## config.mk

```make
export PLATFORM = sky130hd
export DESIGN_NAME = pra_alu
export DESIGN_NICKNAME = d
export VERILOG_FILES = /design/src/hdl/pra_pkg.sv /design/src/hdl/pra_alu.sv
export SDC_FILE = /design/constraint.sdc
export NUM_CORES = 1
export LEC_CHECK = 0
export ABC_AREA = 0
export BUFFER_PORTS_ARGS = -buffer_cell sky130_fd_sc_hd__buf_2
export CORE_MARGIN = 2
export CORE_UTILIZATION = 55
export DETAILED_ROUTE_END_ITERATION = 8
export GPL_TIMING_DRIVEN = 0
export PLACE_DENSITY = 0.9
export SYNTH_ARGS = -nofsm -noshare
export SYNTH_HDL_FRONTEND = slang
export SYNTH_SLANG_ARGS = --single-unit
```

## constraint.sdc

```tcl
create_clock -name vclk -period 10.75
set_input_delay 2.15 -clock vclk [all_inputs]
set_output_delay 2.15 -clock vclk [all_outputs]
set_load 0.01 [all_outputs]
```

## src/hdl/pra_pkg.sv

```systemverilog
// ----------------------------------------------------------------------------
// Page run allocator package
// Shared widths, codes, request structs and the size-order function.
// ----------------------------------------------------------------------------
package pra_pkg;

  localparam int WINDOW_PAGES = 4096;
  localparam int SIZE_ORDERS  = 16;
  localparam int IDX_W        = $clog2(WINDOW_PAGES);
  localparam int TAG_W        = $clog2(WINDOW_PAGES + 1);
  localparam int ORD_W        = $clog2(SIZE_ORDERS);
  localparam int ALU_W        = TAG_W + 1;

  typedef logic [IDX_W-1:0] idx_t;
  typedef logic [TAG_W-1:0] tag_t;
  typedef logic [ORD_W-1:0] ord_t;
  typedef logic [ALU_W-1:0] alu_word_t;

  // A link value of WINDOW_PAGES marks the end of a list.
  localparam tag_t NULL_LINK = tag_t'(WINDOW_PAGES);

  typedef enum logic [1:0] {
    ST_DONE   = 2'd0,
    ST_NOFIT  = 2'd1,
    ST_BADCNT = 2'd2
  } status_t;

  typedef enum logic [1:0] {
    ALU_ADD   = 2'd0,
    ALU_SUB   = 2'd1,
    ALU_ADDM1 = 2'd2
  } alu_op_t;

  typedef struct packed {
    alu_op_t   op;
    alu_word_t a;
    alu_word_t b;
  } alu_req_t;

  typedef struct packed {
    alu_word_t res;
    logic      ge;
  } alu_rsp_t;

  typedef struct packed {
    logic we;
    idx_t addr;
    tag_t data;
  } word_wr_t;

  typedef struct packed {
    logic we;
    idx_t addr;
    logic data;
  } bit_wr_t;

  typedef struct packed {
    idx_t     raddr;
    word_wr_t tag_wr;
    bit_wr_t  free_wr;
    word_wr_t next_wr;
    word_wr_t prev_wr;
  } store_req_t;

  typedef struct packed {
    tag_t tag;
    logic free;
    tag_t nxt;
    tag_t prv;
  } store_rsp_t;

  // Order of a run length: floor(log2(len)), capped at the top order.
  function automatic ord_t size_order(tag_t len);
    int o;
    o = 0;
    for (int i = 1; i < TAG_W; i++) begin
      if (len[i]) o = i;
    end
    if (o > SIZE_ORDERS - 1) o = SIZE_ORDERS - 1;
    return ORD_W'(o);
  endfunction

endpackage

```

## src/hdl/pra_alu.sv

```systemverilog
// ----------------------------------------------------------------------------
// Page run allocator arithmetic unit
// One adder/subtractor with a compare flag, shared by the sequencer steps.
// ----------------------------------------------------------------------------
module pra_alu (
  input  pra_pkg::alu_req_t req,
  output pra_pkg::alu_rsp_t rsp
);

  always_comb begin
    case (req.op)
      pra_pkg::ALU_ADD:   rsp.res = req.a + req.b;
      pra_pkg::ALU_SUB:   rsp.res = req.a - req.b;
      pra_pkg::ALU_ADDM1: rsp.res = req.a + req.b - 1'b1;
      default:            rsp.res = req.a;
    endcase
    rsp.ge = (req.a >= req.b);
  end

endmodule

```

Yosys cells after proc, flatten, opt, wreduce, memory -nomap -nowiden
Index checks and enable logic that the tools add are counted.
{"block": "totals", "wordCells": 8, "output_inout_bits": 15, "in_bits": 30, "regBits": 0}
{"block": "op_classes", "n_addsub": 3, "eq_ne": 2, "muxes": 1, "n_reduce_logical": 1, "order_cmp": 1}
{"op": "$pmux 14 s3", "count": 1}
{"op": "$add 14x14->14", "count": 1}
{"op": "$ge 14x14->1", "count": 1}
{"op": "$sub 14x1->14 const B", "count": 1}
{"op": "$sub 14x14->14", "count": 1}
{"op": "$eq 2x1->1 const B", "count": 1}
{"op": "$eq 2x2->1 const B", "count": 1}
{"op": "$logic_not 2->1", "count": 1}

Depth between registers and ports, before layout
{"block": "logic_depth", "word_depth": 3, "ltp_mapped": 12, "ltp_nobuf": 12}

Least setup slack after synthesis
No wires, ideal clock.
{"block": "synth_timing", "path_kind": "input -> output", "from": "input port req[0] (netlist name)", "to": "output port rsp[14] (netlist name)", "setup_slack_ns": 4.130, "path_stages": 9, "arrival_ns": 4.470, "path_cell_list": "ha_1 > fa_1 > xor2_1 > and3_1 > nand3_2 > or3_4 > nor4_4 > a311oi_1 > a211oi_2"}
{"item": "from (decl)", "line_no": "pra_alu.sv:6", "source": "input pra_pkg::alu_req_t req,"}
{"item": "to (decl)", "line_no": "pra_alu.sv:7", "source": "output pra_pkg::alu_rsp_t rsp"}

==> reports/qor.txt <==
Layout cell share with drive strength beyond 1: 23.6%
Initial Util: 57.4%
I/O Buffers: 45
F_max: 0.140 GHz
Full die area: 4360 um^2
Sequential Power Share: 0%
YS warnings: 0
Total gr overflow: 0
Num sequential: 0
Syn Nets: 358
Sw Share: 58.4%
Synthesized cell area: 2120 um^2
Layout Area Growth over Synthesis: 13.5%
Final worst-path cycle share: 66.4%
Mean post-synth cell area: 7.10 um^2
Hold_buf cts: 0
P_sw: 0.0932 mW
Detailed-route vias per instance: 6.31
WL final: 5890 um
Syn Inst Count: 298
Post-CTS Setup Repair Bufs: 0
Slew Viols, Final: 0
Total number of vias: 2469
Post-DR wirelength/cell: 15.1 um
CTS resizes: 0
Ant diodes: 0
Setup TNS: 0 ns
Worst slew margin: 57.0%
Dpl hpwl: 4800 um
Critical Path RT: 8.60 ns
Placeable Area: 3690 um^2
Internal: 0.0664 mW
Leakage: 1.11 nW
Critical Path AT: 4.99 ns
Synth unique cells: 73
Die extent in x: 66.0 um
Maximum vdd drop: 28.4 uV
Initial antenna violation count: 0
Drt pass-1 iters: 5
Critical path class: in -> out
Detailed Route Iter0 Violations: 216
Top-count cell post-synth: ha_1
Critical path endpoint category: output port
Slew @ Worst Pin: 0.638 ns
GRT Total Usage: 26.4%
Register area: 0 um^2
Seq/Total Area, Yosys: 0%
Post-synth top area cell: ha_1
Maxcap violations: 0
Most frequent cells after synthesis: ha_1 (28), inv_1 (27), nand2_1 (21), a21oi_1 (20), nor2_1 (18)
Io pins: 45
Worst-path cell chain: buf_2 -> inv_1 -> ha_1 -> inv_1 -> fa_1 -> a21o_2 -> a221oi_2 -> o21ai_1 -> o311a_1 -> o22ai_1 -> xor2_1 -> o211a_1 -> a31oi_1 -> buf_2
Final Setup Violations: 0
Fin crit period: 7.14 ns
Critical Path Fanout Max: 4
GP Congestion: 0.937
Slowest stage delay, CP: 0.40 ns
Clk pwr share: 0%
Residual DRC: 0
Vias in the first global route: 2058
Min-delay worst type: in -> out
Largest cells by area after synthesis: ha_1 (17%), xnor2_1 (5.8%), inv_1 (4.8%), a21oi_1 (4.7%), nand2_1 (3.7%)
First-pass GRT wire length: 9340 um
DRT antenna net count: 0
Core Rows: 22
Largest net degree at the start of global routing: 11
Top cell type's share of synthesized area: 16.5%
Crit path launch type: input port
RSZ-0062 raised after global routing: no
CP max-delay cell: fa_1
Fin nets: 405
Final Hold Fails: 0
Util after Layout: 65.1%
Cell Pwr Density: 66.4 nW/um^2
Run status: completed
Clock Buffer Count: 0
Die height: 66.0 um
Power share of the combinational group: 100.0%
## power by group through the flow
| stage | Combinational, mW | Sequential (mW) | Clock (mW) |
|---|---|---|---|
| 6_report | 0.160 | 0 | 0 |
| 5_1_grt | 0.175 | 0 | 0 |
| 4_1_cts | 0.157 | 0 | 0 |
| 3_5_place_dp | 0.156 | 0 | 0 |
| 3_3_place_gp | 0.151 | 0 | 0 |
| 2_1_floorplan | 0.116 | 0 | 0 |
## critical path, delay by kind of cell
kind | cells | cell delay (ns)
AOI/OAI and AO/OA | 7 | 1.76
xor gates and xnor gates | 1 | 0.10
adders and majority gates | 2 | 0.56
buffers and inverters | 4 | 0.40
## path summary, 6_finish.rpt
path                     from  depth (start not counted)      end  slack [ns]
worst max-delay path  req[14]                         14  rsp[13]        3.61
worst min-delay path  req[16]                          4   rsp[3]        4.70
## logic make-up after synthesis
family	synth area share, %
buffers and inverters	9.22
and+or+nand+nor	28.7
xor gates and xnor gates	7.39
adders and majority gates	18.4
AOI/OAI and AO/OA	34.8
muxes	1.54
## final cells by class
type                            instances  area (um^2)
Fill cell                             358         1290
Inverter                               27          101
Multi-Input combinational cell        253         1920
Buffer                                 18         93.8
Tap cell                               48         60.1
Timing Repair Buffer                   45          225
## placed cells by master (no fill, tap or decap), drive strengths merged, types with 4 or more instances in the layout
master | netlist | routed
a211oi | 11 | 11
or3 | 5 | 5
a31oi | 6 | 6
and2 | 4 | 4
nand2 | 21 | 21
buf | 7 | 52
nor4 | 4 | 4
clkbuf | 11 | 11
o31ai | 4 | 4
o22ai | 4 | 4
a21oi | 22 | 22
or2 | 5 | 5
nor3 | 12 | 12
ha | 28 | 28
o21ai | 14 | 14
a21o | 4 | 4
nor2b | 8 | 8
nand2b | 6 | 6
nand3 | 10 | 10
nor2 | 19 | 19
inv | 27 | 27
o21a | 4 | 4
xnor2 | 14 | 14
## routing by layer
metal  share of wire [%]  wire length, um  global-route usage [%]
met5                   0                0                       0
met4                0.75               44                    2.81
met3                 7.8              460                    1.87
met2                  47             2750                    46.0
met1                  45             2630                    36.5
## through the flow
| step | power (mW) | setup slack, ns | cells | area [um^2] | hold slack [ns] |
|---|---|---|---|---|---|
| after floorplan | 0.116 | 4.13 | 298 | 2120 | 4.49 |
| after global placement | 0.151 | 3.73 | 391 | 2400 | 4.69 |
| after detailed placement | 0.156 | 3.71 | 391 | 2400 | 4.69 |
| after CTS | 0.157 | 3.71 | 391 | 2400 | 4.69 |
| after global routing | 0.175 | 3.48 | 391 | 2400 | 4.72 |
| final | 0.160 | 3.61 | 391 | 2400 | 4.70 |
No activity file was read; power rests on OpenSTA's default activity.
